`src/design/spi_nfcs_pkg.sv`:
```
// ----------------------------------------------------------------------------
// SPI NOR flash command sequencer package
// Shared types, codes and constants for the command sequencer blocks.
// ----------------------------------------------------------------------------
package spi_nfcs_pkg;

    localparam int ADDR_W     = 24;
    localparam int BYTE_W     = 8;
    localparam int CMD_W      = 3;
    localparam int PAGE_BYTES = 256;
    localparam int CHUNK_W    = $clog2(PAGE_BYTES + 1);
    localparam int STEP_W     = 3;
    localparam int NUM_CFG    = 8;
    localparam int CFG_IDX_W  = $clog2(NUM_CFG);
    localparam int QDEPTH     = 2;
    localparam int QPTR_W     = $clog2(QDEPTH);
    localparam int QCNT_W     = $clog2(QDEPTH + 1);

    localparam logic [CMD_W-1:0] CMD_READ  = 3'd0;
    localparam logic [CMD_W-1:0] CMD_WRITE = 3'd1;
    localparam logic [CMD_W-1:0] CMD_ERASE = 3'd2;
    localparam logic [CMD_W-1:0] CMD_IDENT = 3'd3;
    localparam logic [CMD_W-1:0] CMD_REPLY = 3'd4;

    localparam logic [1:0] K_READ  = 2'd0;
    localparam logic [1:0] K_WRITE = 2'd1;
    localparam logic [1:0] K_ERASE = 2'd2;
    localparam logic [1:0] K_IDENT = 2'd3;

    localparam logic [CFG_IDX_W-1:0] REG_READ_OP   = 3'd0;
    localparam logic [CFG_IDX_W-1:0] REG_PROG_OP   = 3'd1;
    localparam logic [CFG_IDX_W-1:0] REG_ERASE_OP  = 3'd2;
    localparam logic [CFG_IDX_W-1:0] REG_ENABLE_OP = 3'd3;
    localparam logic [CFG_IDX_W-1:0] REG_STATUS_OP = 3'd4;
    localparam logic [CFG_IDX_W-1:0] REG_IDENT_OP  = 3'd5;
    localparam logic [CFG_IDX_W-1:0] REG_BUSY_MASK = 3'd6;
    localparam logic [CFG_IDX_W-1:0] REG_FILLER    = 3'd7;

    typedef enum logic [1:0] {
        CL_REQUEST,
        CL_REPLY,
        CL_BAD
    } item_class_t;

    typedef enum logic [2:0] {
        PH_IDLE,
        PH_WREN,
        PH_ADDR,
        PH_READ,
        PH_PROG,
        PH_POLLCMD,
        PH_POLL,
        PH_ID
    } phase_t;

    typedef struct packed {
        item_class_t       cls;
        logic [1:0]        kind;
        logic [ADDR_W-1:0] address;
        logic [ADDR_W-1:0] length;
        logic [BYTE_W-1:0] write_byte;
        logic [BYTE_W-1:0] reply_byte;
    } queue_word_t;

    typedef struct packed {
        logic [BYTE_W-1:0] read_opcode;
        logic [BYTE_W-1:0] program_opcode;
        logic [BYTE_W-1:0] erase_opcode;
        logic [BYTE_W-1:0] enable_opcode;
        logic [BYTE_W-1:0] status_opcode;
        logic [BYTE_W-1:0] ident_opcode;
        logic [BYTE_W-1:0] busy_mask;
        logic [BYTE_W-1:0] filler_byte;
    } cfg_t;

    typedef struct packed {
        logic              release_select;
        logic              send_valid;
        logic [BYTE_W-1:0] send_byte;
        logic              need_data;
        logic              read_valid;
        logic [BYTE_W-1:0] read_byte;
        logic              id_valid;
        logic [15:0]       device_id;
        logic              done_res;
        logic              rejected;
    } result_t;

endpackage

```
`src/design/spi_nfcs_cfg.sv`:
```
// ----------------------------------------------------------------------------
// SPI NOR flash command sequencer configuration registers
// Holds the opcode, busy mask and filler byte registers written by the host.
// ----------------------------------------------------------------------------
module spi_nfcs_cfg (
    input  logic                                   clk,
    input  logic                                   rst_n,
    input  logic                                   cfg_valid,
    output logic                                   cfg_ready,
    input  logic [spi_nfcs_pkg::CFG_IDX_W-1:0]     cfg_index,
    input  logic [spi_nfcs_pkg::BYTE_W-1:0]        cfg_data,
    output spi_nfcs_pkg::cfg_t                     cfg
);
    import spi_nfcs_pkg::*;

    cfg_t cfg_reg;

    assign cfg_ready = 1'b1;
    assign cfg       = cfg_reg;

    always_ff @(posedge clk or negedge rst_n)
    begin
        if (!rst_n)
        begin
            cfg_reg.read_opcode    <= 8'd3;
            cfg_reg.program_opcode <= 8'd2;
            cfg_reg.erase_opcode   <= 8'd32;
            cfg_reg.enable_opcode  <= 8'd6;
            cfg_reg.status_opcode  <= 8'd5;
            cfg_reg.ident_opcode   <= 8'd144;
            cfg_reg.busy_mask      <= 8'd1;
            cfg_reg.filler_byte    <= 8'd255;
        end
        else if (cfg_valid && cfg_ready)
        begin
            case (cfg_index)
                REG_READ_OP:   cfg_reg.read_opcode    <= cfg_data;
                REG_PROG_OP:   cfg_reg.program_opcode <= cfg_data;
                REG_ERASE_OP:  cfg_reg.erase_opcode   <= cfg_data;
                REG_ENABLE_OP: cfg_reg.enable_opcode  <= cfg_data;
                REG_STATUS_OP: cfg_reg.status_opcode  <= cfg_data;
                REG_IDENT_OP:  cfg_reg.ident_opcode   <= cfg_data;
                REG_BUSY_MASK: cfg_reg.busy_mask      <= cfg_data;
                REG_FILLER:    cfg_reg.filler_byte    <= cfg_data;
                default:       cfg_reg                <= cfg_reg;
            endcase
        end
    end

endmodule

```
`src/design/spi_nfcs_front.sv`:
```
// ----------------------------------------------------------------------------
// SPI NOR flash command sequencer front end
// Accepts input words, classifies the command and queues them for the back end.
// ----------------------------------------------------------------------------
module spi_nfcs_front (
    input  logic                              clk,
    input  logic                              rst_n,
    input  logic                              in_valid,
    output logic                              in_stall,
    input  logic [spi_nfcs_pkg::CMD_W-1:0]    cmd,
    input  logic [spi_nfcs_pkg::ADDR_W-1:0]   address,
    input  logic [spi_nfcs_pkg::ADDR_W-1:0]   length,
    input  logic [spi_nfcs_pkg::BYTE_W-1:0]   write_byte,
    input  logic [spi_nfcs_pkg::BYTE_W-1:0]   reply_byte,
    output logic                              q_valid,
    input  logic                              q_pop,
    output spi_nfcs_pkg::queue_word_t         q_word
);
    import spi_nfcs_pkg::*;

    queue_word_t         store_reg [QDEPTH];
    logic [QPTR_W-1:0]   wr_ptr_reg;
    logic [QPTR_W-1:0]   wr_ptr_next;
    logic [QPTR_W-1:0]   rd_ptr_reg;
    logic [QPTR_W-1:0]   rd_ptr_next;
    logic [QCNT_W-1:0]   count_reg;
    logic [QCNT_W-1:0]   count_next;
    logic                push;
    logic                pop;
    queue_word_t         new_word;

    assign in_stall = (count_reg == QCNT_W'(QDEPTH));
    assign push     = in_valid && !in_stall;
    assign pop      = q_pop && q_valid;
    assign q_valid  = (count_reg != '0);
    assign q_word   = store_reg[rd_ptr_reg];

    always_comb
    begin
        new_word.kind       = cmd[1:0];
        new_word.address    = address;
        new_word.length     = length;
        new_word.write_byte = write_byte;
        new_word.reply_byte = reply_byte;
        if (cmd == CMD_REPLY)
        begin
            new_word.cls = CL_REPLY;
        end
        else if (cmd inside {CMD_READ, CMD_WRITE, CMD_ERASE, CMD_IDENT})
        begin
            new_word.cls = CL_REQUEST;
        end
        else
        begin
            new_word.cls = CL_BAD;
        end
    end

    always_comb
    begin
        wr_ptr_next = push ? QPTR_W'(wr_ptr_reg + 1'b1) : wr_ptr_reg;
        rd_ptr_next = pop  ? QPTR_W'(rd_ptr_reg + 1'b1) : rd_ptr_reg;
        count_next  = count_reg;
        if (push && !pop)
        begin
            count_next = QCNT_W'(count_reg + 1'b1);
        end
        else if (pop && !push)
        begin
            count_next = QCNT_W'(count_reg - 1'b1);
        end
    end

    always_ff @(posedge clk)
    begin
        if (push)
        begin
            store_reg[wr_ptr_reg] <= new_word;
        end
    end

    always_ff @(posedge clk or negedge rst_n)
    begin
        if (!rst_n)
        begin
            wr_ptr_reg <= '0;
            rd_ptr_reg <= '0;
            count_reg  <= '0;
        end
        else
        begin
            wr_ptr_reg <= wr_ptr_next;
            rd_ptr_reg <= rd_ptr_next;
            count_reg  <= count_next;
        end
    end

endmodule

```
`src/design/spi_nfcs_back.sv`:
```
// ----------------------------------------------------------------------------
// SPI NOR flash command sequencer back end
// Runs the sequence into an output register, one queued word per unstalled cycle.
// ----------------------------------------------------------------------------
module spi_nfcs_back (
    input  logic                        clk,
    input  logic                        rst_n,
    input  spi_nfcs_pkg::cfg_t          cfg,
    input  logic                        q_valid,
    output logic                        q_pop,
    input  spi_nfcs_pkg::queue_word_t   q_word,
    output logic                        out_valid,
    input  logic                        out_stall,
    output spi_nfcs_pkg::result_t       res
);
    import spi_nfcs_pkg::*;

    phase_t              phase_reg;
    phase_t              phase_next;
    logic [1:0]          kind_reg;
    logic [1:0]          kind_next;
    logic [ADDR_W-1:0]   addr_reg;
    logic [ADDR_W-1:0]   addr_next;
    logic [ADDR_W-1:0]   left_reg;
    logic [ADDR_W-1:0]   left_next;
    logic [CHUNK_W-1:0]  chunk_reg;
    logic [CHUNK_W-1:0]  chunk_next;
    logic [STEP_W-1:0]   step_reg;
    logic [STEP_W-1:0]   step_next;
    logic [BYTE_W-1:0]   id_high_reg;
    logic [BYTE_W-1:0]   id_high_next;
    logic                out_valid_reg;
    logic                out_valid_next;
    result_t             res_reg;
    result_t             res_next;
    logic                fire;
    logic                do_prog;
    logic [CHUNK_W-1:0]  room;
    logic [CHUNK_W-1:0]  chunk_dec;
    logic [ADDR_W-1:0]   left_dec;
    logic [ADDR_W-1:0]   addr_inc;

    assign fire      = q_valid && (!out_valid_reg || !out_stall);
    assign q_pop     = fire;
    assign out_valid = out_valid_reg;
    assign res       = res_reg;

    assign room      = CHUNK_W'(PAGE_BYTES) - CHUNK_W'(addr_reg % PAGE_BYTES);
    assign chunk_dec = CHUNK_W'(chunk_reg - 1'b1);
    assign left_dec  = ADDR_W'(left_reg - 1'b1);
    assign addr_inc  = ADDR_W'(addr_reg + 1'b1);

    always_comb
    begin
        phase_next   = phase_reg;
        kind_next    = kind_reg;
        addr_next    = addr_reg;
        left_next    = left_reg;
        chunk_next   = chunk_reg;
        step_next    = step_reg;
        id_high_next = id_high_reg;
        res_next     = '0;
        do_prog      = 1'b0;

        if ((q_word.cls == CL_BAD)
            || (q_word.cls == CL_REQUEST && phase_reg != PH_IDLE)
            || (q_word.cls == CL_REPLY && phase_reg == PH_IDLE))
        begin
            res_next.rejected = 1'b1;
        end
        else if (q_word.cls == CL_REQUEST)
        begin
            kind_next = q_word.kind;
            addr_next = q_word.address;
            left_next = q_word.length;
            step_next = '0;
            if ((q_word.kind inside {K_READ, K_WRITE}) && q_word.length == '0)
            begin
                res_next.done_res = 1'b1;
            end
            else
            begin
                res_next.release_select = 1'b1;
                res_next.send_valid     = 1'b1;
                case (q_word.kind)
                    K_READ:
                    begin
                        res_next.send_byte = cfg.read_opcode;
                        phase_next         = PH_ADDR;
                    end
                    K_IDENT:
                    begin
                        res_next.send_byte = cfg.ident_opcode;
                        phase_next         = PH_ID;
                    end
                    default:
                    begin
                        res_next.send_byte = cfg.enable_opcode;
                        phase_next         = PH_WREN;
                    end
                endcase
            end
        end
        else
        begin
            case (phase_reg)
                PH_WREN:
                begin
                    res_next.release_select = 1'b1;
                    res_next.send_valid     = 1'b1;
                    step_next               = '0;
                    if (kind_reg == K_WRITE)
                    begin
                        chunk_next = (left_reg < ADDR_W'(room)) ? CHUNK_W'(left_reg) : room;
                        res_next.send_byte = cfg.program_opcode;
                    end
                    else
                    begin
                        res_next.send_byte = cfg.erase_opcode;
                    end
                    phase_next = PH_ADDR;
                end
                PH_ADDR:
                begin
                    if (step_reg < 3'd3)
                    begin
                        res_next.send_valid = 1'b1;
                        case (step_reg)
                            3'd0:    res_next.send_byte = addr_reg[23:16];
                            3'd1:    res_next.send_byte = addr_reg[15:8];
                            default: res_next.send_byte = addr_reg[7:0];
                        endcase
                        step_next = STEP_W'(step_reg + 1'b1);
                        res_next.need_data = (step_reg == 3'd2) && (kind_reg == K_WRITE);
                    end
                    else if (kind_reg == K_READ)
                    begin
                        res_next.send_valid = 1'b1;
                        res_next.send_byte  = cfg.filler_byte;
                        phase_next          = PH_READ;
                    end
                    else if (kind_reg == K_WRITE)
                    begin
                        do_prog = 1'b1;
                    end
                    else
                    begin
                        res_next.release_select = 1'b1;
                        res_next.send_valid     = 1'b1;
                        res_next.send_byte      = cfg.status_opcode;
                        phase_next              = PH_POLLCMD;
                    end
                end
                PH_READ:
                begin
                    res_next.read_valid = 1'b1;
                    res_next.read_byte  = q_word.reply_byte;
                    left_next           = left_dec;
                    addr_next           = addr_inc;
                    if (left_dec != '0)
                    begin
                        res_next.send_valid = 1'b1;
                        res_next.send_byte  = cfg.filler_byte;
                    end
                    else
                    begin
                        res_next.release_select = 1'b1;
                        res_next.done_res       = 1'b1;
                        phase_next              = PH_IDLE;
                    end
                end
                PH_PROG:
                begin
                    do_prog = 1'b1;
                end
                PH_POLLCMD:
                begin
                    res_next.send_valid = 1'b1;
                    res_next.send_byte  = cfg.filler_byte;
                    phase_next          = PH_POLL;
                end
                PH_POLL:
                begin
                    if ((q_word.reply_byte & cfg.busy_mask) != '0)
                    begin
                        res_next.send_valid = 1'b1;
                        res_next.send_byte  = cfg.filler_byte;
                    end
                    else if (kind_reg == K_WRITE && left_reg != '0)
                    begin
                        res_next.release_select = 1'b1;
                        res_next.send_valid     = 1'b1;
                        res_next.send_byte      = cfg.enable_opcode;
                        phase_next              = PH_WREN;
                    end
                    else
                    begin
                        res_next.release_select = 1'b1;
                        res_next.done_res       = 1'b1;
                        phase_next              = PH_IDLE;
                    end
                end
                PH_ID:
                begin
                    if (step_reg < 3'd4)
                    begin
                        res_next.send_valid = 1'b1;
                        res_next.send_byte  = cfg.filler_byte;
                        step_next           = STEP_W'(step_reg + 1'b1);
                    end
                    else if (step_reg == 3'd4)
                    begin
                        id_high_next        = q_word.reply_byte;
                        res_next.send_valid = 1'b1;
                        res_next.send_byte  = cfg.filler_byte;
                        step_next           = 3'd5;
                    end
                    else
                    begin
                        res_next.id_valid       = 1'b1;
                        res_next.device_id      = {id_high_reg, q_word.reply_byte};
                        res_next.release_select = 1'b1;
                        res_next.done_res       = 1'b1;
                        phase_next              = PH_IDLE;
                    end
                end
                default:
                begin
                    phase_next = PH_IDLE;
                end
            endcase

            if (do_prog)
            begin
                res_next.send_valid = 1'b1;
                if (chunk_reg != '0)
                begin
                    res_next.send_byte = q_word.write_byte;
                    chunk_next         = chunk_dec;
                    left_next          = left_dec;
                    addr_next          = addr_inc;
                    res_next.need_data = (chunk_dec != '0);
                    phase_next         = PH_PROG;
                end
                else
                begin
                    res_next.release_select = 1'b1;
                    res_next.send_byte      = cfg.status_opcode;
                    phase_next              = PH_POLLCMD;
                end
            end
        end
    end

    always_comb
    begin
        out_valid_next = out_valid_reg;
        if (fire)
        begin
            out_valid_next = 1'b1;
        end
        else if (!out_stall)
        begin
            out_valid_next = 1'b0;
        end
    end

    always_ff @(posedge clk)
    begin
        if (fire)
        begin
            res_reg <= res_next;
        end
    end

    always_ff @(posedge clk or negedge rst_n)
    begin
        if (!rst_n)
        begin
            phase_reg     <= PH_IDLE;
            kind_reg      <= '0;
            addr_reg      <= '0;
            left_reg      <= '0;
            chunk_reg     <= '0;
            step_reg      <= '0;
            id_high_reg   <= '0;
            out_valid_reg <= 1'b0;
        end
        else
        begin
            out_valid_reg <= out_valid_next;
            if (fire)
            begin
                phase_reg   <= phase_next;
                kind_reg    <= kind_next;
                addr_reg    <= addr_next;
                left_reg    <= left_next;
                chunk_reg   <= chunk_next;
                step_reg    <= step_next;
                id_high_reg <= id_high_next;
            end
        end
    end

endmodule

```
`src/design/spi_nor_flash_command_sequencer_core.sv`:
```
// ----------------------------------------------------------------------------
// SPI NOR flash command sequencer core
// Turns host requests and bus replies into SPI byte exchanges and results.
// ----------------------------------------------------------------------------
// Every accepted word, whether a host request or a bus reply, yields exactly one
// result word. A new word can be accepted every clock cycle while the queue is not
// full: the front end queues up to two classified words, the back end sequencer
// consumes one per cycle whenever its output register is empty or being taken, and
// a result is registered in that output register when its word is consumed.
// Throughput is set by the state update of the back end sequencer, so one word per
// cycle is sustained while the result side does not stall.
module spi_nor_flash_command_sequencer_core (
    input  logic                                clk,
    input  logic                                rst_n,
    input  logic                                in_valid,
    output logic                                in_stall,
    input  logic [spi_nfcs_pkg::CMD_W-1:0]      cmd,
    input  logic [spi_nfcs_pkg::ADDR_W-1:0]     address,
    input  logic [spi_nfcs_pkg::ADDR_W-1:0]     length,
    input  logic [spi_nfcs_pkg::BYTE_W-1:0]     write_byte,
    input  logic [spi_nfcs_pkg::BYTE_W-1:0]     reply_byte,
    output logic                                out_valid,
    input  logic                                out_stall,
    output logic                                release_select,
    output logic                                send_valid,
    output logic [spi_nfcs_pkg::BYTE_W-1:0]     send_byte,
    output logic                                need_data,
    output logic                                read_valid,
    output logic [spi_nfcs_pkg::BYTE_W-1:0]     read_byte,
    output logic                                id_valid,
    output logic [15:0]                         device_id,
    output logic                                done_res,
    output logic                                rejected,
    input  logic                                cfg_valid,
    output logic                                cfg_ready,
    input  logic [spi_nfcs_pkg::CFG_IDX_W-1:0]  cfg_index,
    input  logic [spi_nfcs_pkg::BYTE_W-1:0]     cfg_data
);
    import spi_nfcs_pkg::*;

    cfg_t        cfg;
    logic        q_valid;
    logic        q_pop;
    queue_word_t q_word;
    result_t     res;

    spi_nfcs_cfg u_cfg (
        .clk       (clk),
        .rst_n     (rst_n),
        .cfg_valid (cfg_valid),
        .cfg_ready (cfg_ready),
        .cfg_index (cfg_index),
        .cfg_data  (cfg_data),
        .cfg       (cfg)
    );

    spi_nfcs_front u_front (
        .clk        (clk),
        .rst_n      (rst_n),
        .in_valid   (in_valid),
        .in_stall   (in_stall),
        .cmd        (cmd),
        .address    (address),
        .length     (length),
        .write_byte (write_byte),
        .reply_byte (reply_byte),
        .q_valid    (q_valid),
        .q_pop      (q_pop),
        .q_word     (q_word)
    );

    spi_nfcs_back u_back (
        .clk       (clk),
        .rst_n     (rst_n),
        .cfg       (cfg),
        .q_valid   (q_valid),
        .q_pop     (q_pop),
        .q_word    (q_word),
        .out_valid (out_valid),
        .out_stall (out_stall),
        .res       (res)
    );

    assign release_select = res.release_select;
    assign send_valid     = res.send_valid;
    assign send_byte      = res.send_byte;
    assign need_data      = res.need_data;
    assign read_valid     = res.read_valid;
    assign read_byte      = res.read_byte;
    assign id_valid       = res.id_valid;
    assign device_id      = res.device_id;
    assign done_res       = res.done_res;
    assign rejected       = res.rejected;

endmodule

```
`config.mk`:
```
export PLATFORM = sky130hd
export DESIGN_NAME = spi_nor_flash_command_sequencer_core
export DESIGN_NICKNAME = d
export VERILOG_FILES = /design/src/design/spi_nfcs_pkg.sv /design/src/design/spi_nfcs_cfg.sv /design/src/design/spi_nfcs_front.sv /design/src/design/spi_nfcs_back.sv /design/src/design/spi_nor_flash_command_sequencer_core.sv
export SDC_FILE = /design/constraint.sdc
export NUM_CORES = 1
export LEC_CHECK = 0
export ABC_AREA = 1
export BUFFER_PORTS_ARGS = -buffer_cell sky130_fd_sc_hd__buf_4
export CAP_MARGIN = 10
export CELL_PAD_IN_SITES_DETAIL_PLACEMENT = 1
export CELL_PAD_IN_SITES_GLOBAL_PLACEMENT = 2
export CORE_ASPECT_RATIO = 1.5
export CORE_MARGIN = 4
export CORE_UTILIZATION = 34
export DETAILED_ROUTE_END_ITERATION = 16
export GPL_ROUTABILITY_DRIVEN = 0
export MAX_ROUTING_LAYER = met4
export PLACE_DENSITY_LB_ADDON = 0.1
export SYNTH_ARGS = -nofsm -noshare
export SYNTH_HDL_FRONTEND = slang
export SYNTH_SLANG_ARGS = --single-unit
```
`constraint.sdc`:
```
create_clock -name clk -period 4 [get_ports clk]
set_input_delay 0 -clock clk [delete_from_list [all_inputs] [get_ports clk]]
set_output_delay 0 -clock clk [all_outputs]
set_load 0.01 [all_outputs]
```
Yosys cells after proc, flatten, opt, wreduce, memory -nomap -nowiden
Memory sizes are Yosys's and may differ from the RTL's.
Index checks and enable logic that the tools add are counted.
{"block": "classes", "addsub": 9, "mul": 0, "div_mod_pow": 0, "n_lt_le_gt_ge": 3, "n_eq_ne": 38, "shifts": 0, "n_mux": 82, "bitwise": 6, "n_reduce_logical": 55}
{"operator": "24-bit 2-to-1 mux", "n": 8}
{"operator": "9-bit 2-to-1 mux", "n": 13}
{"operator": "9-bit one-hot mux with 6 select lines", "n": 1}
{"operator": "24-bit nonzero test", "n": 2}
{"operator": "3-bit 2-to-1 mux", "n": 14}
{"operator": "8-bit one-hot mux with 2 select lines", "n": 2}
{"operator": "3-bit == test (second input constant)", "n": 10}
{"operator": "10-bit 2-to-1 mux", "n": 3}
{"operator": "1-bit 2-to-1 mux", "n": 27}
{"operator": "24-bit by 1-bit adder with 24-bit output (second input constant)", "n": 1}
{"operator": "24-bit zero test", "n": 1}
{"operator": "24-bit by 9-bit < comparator with 1-bit output", "n": 1}
{"operator": "24-bit by 1-bit subtractor with 24-bit output (second input constant)", "n": 1}
{"operator": "3-bit by 2-bit == test with 1-bit output (second input constant)", "n": 7}
{"operator": "3-bit one-hot mux with 7 select lines", "n": 1}
{"operator": "4-bit by 3-bit != test with 1-bit output (second input constant)", "n": 5}
{"operator": "18-bit 2-to-1 mux", "n": 1}
{"operator": "2-bit AND reduction", "n": 9}
{"operator": "9-bit nonzero test", "n": 2}
{"operator": "8-bit 2-to-1 mux", "n": 2}
{"operator": "3-bit by 1-bit == test with 1-bit output (second input constant)", "n": 4}
{"operator": "3-bit zero test", "n": 4}
{"operator": "11-bit 2-to-1 mux", "n": 1}
{"operator": "1-bit logical AND", "n": 10}
{"operator": "38 further kinds", "n": 63}
{"block": "totals", "reg_bits": 181, "latchBits": 0, "ram_bits": 136, "romBits": 0, "inputBits": 83, "out_inout_bits": 42, "wordCells": 223, "memories": 1}
{"memory": "u_front.store_reg", "words": 2, "word_bits": 68, "read_ports": 1, "rd_ports_with_merged_regs": 0, "wr": 1, "line": "spi_nfcs_front.sv:21", "source": "queue_word_t store_reg [QDEPTH];"}

Longest topological paths before layout
{"block": "depth", "word_depth": 9, "mapped_depth": 19, "ltp_nobuf": 19}

Modules after synthesis
Synthesis repeated with hierarchy kept, for this count alone.
{"block": "hier_totals", "hier_cells": 1800, "area_unflattened_um2": 16045.4}
{"mod": "spi_nfcs_back", "n_inst": 1, "cells_per_inst": 1113, "area_per_inst_um2": 8152.8, "seq_area_each_um2": 3022.9}
{"mod": "spi_nfcs_front", "n_inst": 1, "cells_per_inst": 390, "area_per_inst_um2": 5188.7, "seq_area_each_um2": 4184.0}
{"mod": "spi_nfcs_cfg", "n_inst": 1, "cells_per_inst": 297, "area_per_inst_um2": 2703.8, "seq_area_each_um2": 1625.3}

Least setup slack after synthesis
No wires, ideal clock.
{"block": "synth_timing", "path_kind": "register -> register", "startpoint": "register u_front.count_reg[1]", "endpoint": "memory u_front.store_reg[1][0] (netlist bit) (enable)", "setup_ns": 0.496, "arrival_time_ns": 3.455, "required_ns": 3.504, "path_slack_ns": 0.049, "path_stages_with_launch": 4, "path_buffers": 0, "synth_period_minus_slack_ns": 3.951, "cell_sequence": "dfrtp_1 > inv_1 > o21ai_0 > nor2_1"}
{"block": "synth_between", "elab_chain_cells": 5}
{"element": "start, declared", "line": "spi_nfcs_front.sv:26", "source": "logic [QCNT_W-1:0] count_reg;"}
{"element": "start signal, assigned", "line": "spi_nfcs_front.sv:94", "source": "count_reg <= count_next;"}
{"element": "2-bit == test", "line": "spi_nfcs_front.sv:32", "source": "assign in_stall = (count_reg == QCNT_W'(QDEPTH));"}
{"element": "1-bit zero test", "line": "spi_nfcs_front.sv:33", "source": "assign push = in_valid && !in_stall;"}
{"element": "1-bit logical AND", "line": "spi_nfcs_front.sv:33"}
{"element": "1-bit 2-to-1 mux", "line": "spi_nfcs_front.sv:76", "source": "if (push)"}
{"element": "1-bit 2-to-1 mux (implied by the code)", "line": "spi_nfcs_front.sv:78", "source": "store_reg[wr_ptr_reg] <= new_word;"}
{"element": "end, declared", "line": "spi_nfcs_front.sv:21"}
Every way passes these cells.

Worst setup path in the final report
{"block": "layout_timing", "startpoint": "register u_back.step_reg[0]", "endpoint": "register u_back.left_reg[22]"}
{"block": "layout_between", "elab_chain_cells": 7}
{"element": "start, declared", "line": "spi_nfcs_back.sv:28", "source": "logic [STEP_W-1:0] step_reg;"}
{"element": "start signal, assigned", "line": "spi_nfcs_back.sv:299", "source": "step_reg <= step_next;"}
{"element": "3-bit by 2-bit < comparator with 1-bit output", "line": "spi_nfcs_back.sv:125", "source": "if (step_reg < 3'd3)"}
{"element": "1-bit 2-to-1 mux", "line": "spi_nfcs_back.sv:125"}
{"element": "1-bit one-hot mux with 2 select lines", "line": "spi_nfcs_back.sv:106", "source": "case (phase_reg)"}
{"element": "1-bit 2-to-1 mux", "line": "spi_nfcs_back.sv:71", "source": "else if (q_word.cls == CL_REQUEST)"}
{"element": "1-bit 2-to-1 mux", "line": "spi_nfcs_back.sv:65", "source": "if ((q_word.cls == CL_BAD)"}
{"element": "24-bit 2-to-1 mux", "line": "spi_nfcs_back.sv:233", "source": "if (do_prog)"}
{"element": "24-bit 2-to-1 mux", "line": "spi_nfcs_back.sv:71"}
{"element": "end signal, assigned", "line": "spi_nfcs_back.sv:297", "source": "left_reg <= left_next;"}
{"element": "end, declared", "line": "spi_nfcs_back.sv:24", "source": "logic [ADDR_W-1:0] left_reg;"}
Every way passes these cells. The select of a mux whose other input is x is not followed.
A chain may end at the register's enable or synchronous reset.

==> impl_metrics.env <==
export IMPL_p_leak_nw=8.301
export IMPL_wl_um=55040
export IMPL_grt_busiest_layer="met2"
export IMPL_reg2reg_to="u_back.left_reg[22]"
export IMPL_critPathArrivalTime_ns=3.85
export IMPL_holdPathEnd="u_cfg.cfg[3]"
export IMPL_grt_max_degree=84
export IMPL_dr_pass1_iters=5
export IMPL_path_common_cell="a21oi_1"
export IMPL_power_density_nw_per_um2=790.4
export IMPL_r2r_start="u_back.step_reg[0]"
export IMPL_grt_pass1_wl_um=84200
export IMPL_met2_usage_pct=42.22
export IMPL_ir_drop_uv=333.5
export IMPL_portBuffers=123
export IMPL_cts_buffer_depth=3
export IMPL_die_area_um2=50020
export IMPL_core_um2=45880
export IMPL_yosysTopAreaCell="edfxtp_1"
export IMPL_die_h_um=271.9
export IMPL_avgRoutedWirePerCell_um=21.53
export IMPL_final_net_count=2051
export IMPL_clock_sinks=317
export IMPL_whs_ns=0.03170
export IMPL_cts_buffers=36
export IMPL_synth_top_area_share_pct=33.28
export IMPL_fin_crit_sh_pct=85.36
export IMPL_cts_setup_buffers=0
export IMPL_syn_area_um2=15790
export IMPL_fillers=5340
export IMPL_synth_distinct_cells=52
export IMPL_yosysMostFrequentCell="nand2_1"
export IMPL_drt_iter0_markers=731
export IMPL_min_delay_start="cfg_index[1]"
export IMPL_tightest_slew_ns=1.014
export IMPL_skew_ns=0.02617
export IMPL_grtUsageTotal_pct=22.51
export IMPL_critPathSlowestCell="inv_1"
export IMPL_viasPerCell=5.153
export IMPL_clockRootBuffer="clkbuf_16"
export IMPL_slew_headroom_pct=32.42
export IMPL_critPathMaxStageDelay_ns=0.58
export IMPL_clock_latency_ns=0.54
export IMPL_setup_viol=0
export IMPL_via_count=13170
export IMPL_die_w_um=184.0
export IMPL_cp_start_kind="flip-flop"
export IMPL_grt_pass1_vias=14000
export IMPL_hold_viol=0
export IMPL_min_period_ns=3.414
export IMPL_cts_tree="yes"
export IMPL_drive_gt1_share_pct=14.38
export IMPL_timing_fmax_mhz=292.9
export IMPL_synth_flop_cell="edfxtp_1"
export IMPL_avgSynthCellArea_um2=9.053
export IMPL_synth_edf_count=175
export IMPL_grtUsageMet1_pct=24.46
export IMPL_end_kind="flip-flop"
export IMPL_drc_errors=0
export IMPL_hpwl_um=40360
export IMPL_status="completed"
export IMPL_cts_htree_levels=2
export IMPL_ant_nets=0
export IMPL_reg2reg_depth=13
export IMPL_synth_top_cells_by_count="nand2_1 (460), edfxtp_1 (175), nor2_1 (155)"
export IMPL_drv_cap=0
export IMPL_cp_required_ns=4.43
export IMPL_rsz0062_at_grt="no"
export IMPL_drv_slew=0
export IMPL_r2r_setup_slack_ns=0.59
export IMPL_io_pins=125
export IMPL_hold_depth=6
export IMPL_clk_pin_slew_worst_paths_ns=0.06
export IMPL_ys_top_cells_by_area="edfxtp_1 (33%), dfrtp_1 (19%), nand2_1 (11%), o21ai_0 (4.3%), nor2_1 (3.7%)"
export IMPL_diodes=0
export IMPL_start_util_pct=34.41
export IMPL_ys_seq_elements=317
export IMPL_yosysWarnings=0
export IMPL_syn_inst=1744
export IMPL_rows=96
export IMPL_worstSetupPathType="flip-flop to flip-flop"
export IMPL_grt_overflow=0
export IMPL_antenna_found_initial=0
export IMPL_synth_nets=1855
export IMPL_synth_async_reset_ratio_pct=44.79
export IMPL_critPathMaxFanout=28
export IMPL_hold_path_class="primary input to flip-flop"
export IMPL_tns_ns=0
export IMPL_grt_use_met3_pct=2.432
export IMPL_synth_yosys_seq_area_share_pct=55.94
export IMPL_area_growth_pct=22.12
export IMPL_largest_register_ffs=136
export IMPL_crit_chain="a21oi_1 -> buf_4 -> nor2_4 -> nand2_2 -> o21ai_2 -> nand2_4 -> nand2_8 -> inv_1 -> nand2_1 -> o21ai_0 -> a21oi_1 -> a21oi_1 -> inv_1"
worst max-delay path, delay by kind of cell, from the launching register on:
| kind | cells | cell delay [ns] |
|---|---|---|
| AO/OA/AOI/OAI | 5 | 1.16 |
| buffers and inverters | 3 | 0.90 |
| AND/OR/NAND/NOR | 5 | 0.75 |
| flip-flops | 1 | 0.45 |
how the worst max path moves through the flow:
stage                         start                      end  slack [ns]  depth (start not counted)
2_1_floorplan  u_front.count_reg[1]  u_front.store_reg[1][0]        0.05                          3
3_3_place_gp     u_front.rd_ptr_reg            u_back.res[1]        0.61                         14
3_5_place_dp     u_front.rd_ptr_reg           u_back.res[34]        0.58                         13
4_1_cts          u_front.rd_ptr_reg           u_back.res[34]        0.53                         13
5_1_grt          u_front.rd_ptr_reg            u_back.res[1]        0.34                         14
6_report         u_back.step_reg[0]      u_back.left_reg[22]        0.59                         13
stage by stage:
stage,cell area (µm²),power (W),util [%],setup slack (ns),cells
2_1_floorplan,15790,0.009378,-,0.04881,1744
3_3_place_gp,17350,0.01197,37.82,0.6079,2413
3_5_place_dp,17350,0.01207,37.82,0.5762,2413
4_1_cts,19280,0.01548,42.02,0.5319,2556
5_1_grt,19280,0.01635,42.02,0.3350,2556
6_report,19280,0.01524,42.02,0.5856,2556
report_power, final:
group,switching (W),internal (W),total [W]
Clock,0.00141,0.00187,0.00328
Combinational,0.00453,0.00201,0.00654
Sequential,0.000813,0.00461,0.00542
cell usage in the layout, fill, tap and decap left out, drive strengths merged, types with 2 or more instances in the layout:
cell | Yosys | final
nand4 | 21 | 21
xor2 | 27 | 27
a21oi | 103 | 103
ha | 28 | 28
o22ai | 20 | 20
a22oi | 4 | 4
or2 | 15 | 15
dfstp | 19 | 19
nor4 | 7 | 7
buf | 22 | 144
dlygate4sd3 | 0 | 77
mux2i | 14 | 14
a22o | 9 | 9
clkbuf | 41 | 47
clkinv | 2 | 17
nand3 | 66 | 66
nor3 | 19 | 19
a31o | 2 | 2
nand3b | 7 | 7
nor2 | 171 | 171
clkinvlp | 0 | 3
xnor2 | 2 | 2
o21ai | 146 | 146
o2111ai | 4 | 4
inv | 160 | 160
o31ai | 5 | 5
nand2 | 474 | 474
a31oi | 28 | 28
a221oi | 4 | 4
edfxtp | 175 | 175
o32ai | 4 | 4
o211ai | 15 | 15
dfrtp | 123 | 123
routing by layer:
metal  up-vias  part of all wire (%)
met5         -                     0
met4         0                   3.7
met3        94                   2.8
met2       234                    56
met1      6561                    38
li1       6282                     -
final cells by class:
type	instances	area [µm²]	area share, %
Clock buffer	47	1015	5.263
Clock inverter	19	143.9	0.7463
Inverter	162	608.1	3.154
Multi-Input combinational cell	1202	6090	31.58
Sequential cell	317	8833	45.81
Tap cell	588	735.7	3.816
Timing Repair Buffer	221	1856	9.624
kinds of logic after synthesis:
logic type	Yosys count	synth area share [%]
AND/OR/NAND/NOR	781	21.18
AO/OA/AOI/OAI	349	12.54
flip-flops	317	55.94
buffers and inverters	225	5.603
XOR/XNOR	29	1.609
adder cells (fa/ha/maj)	28	2.219
multiplexers	14	0.8875
other	1	0.02375
timing repair:
item | in CTS | in global routing
resized for setup | 0 | 0
hold buffers | 77 | 0
hold endpoints to repair | 261 | 0
No activity file was read; power rests on OpenSTA's default activity.
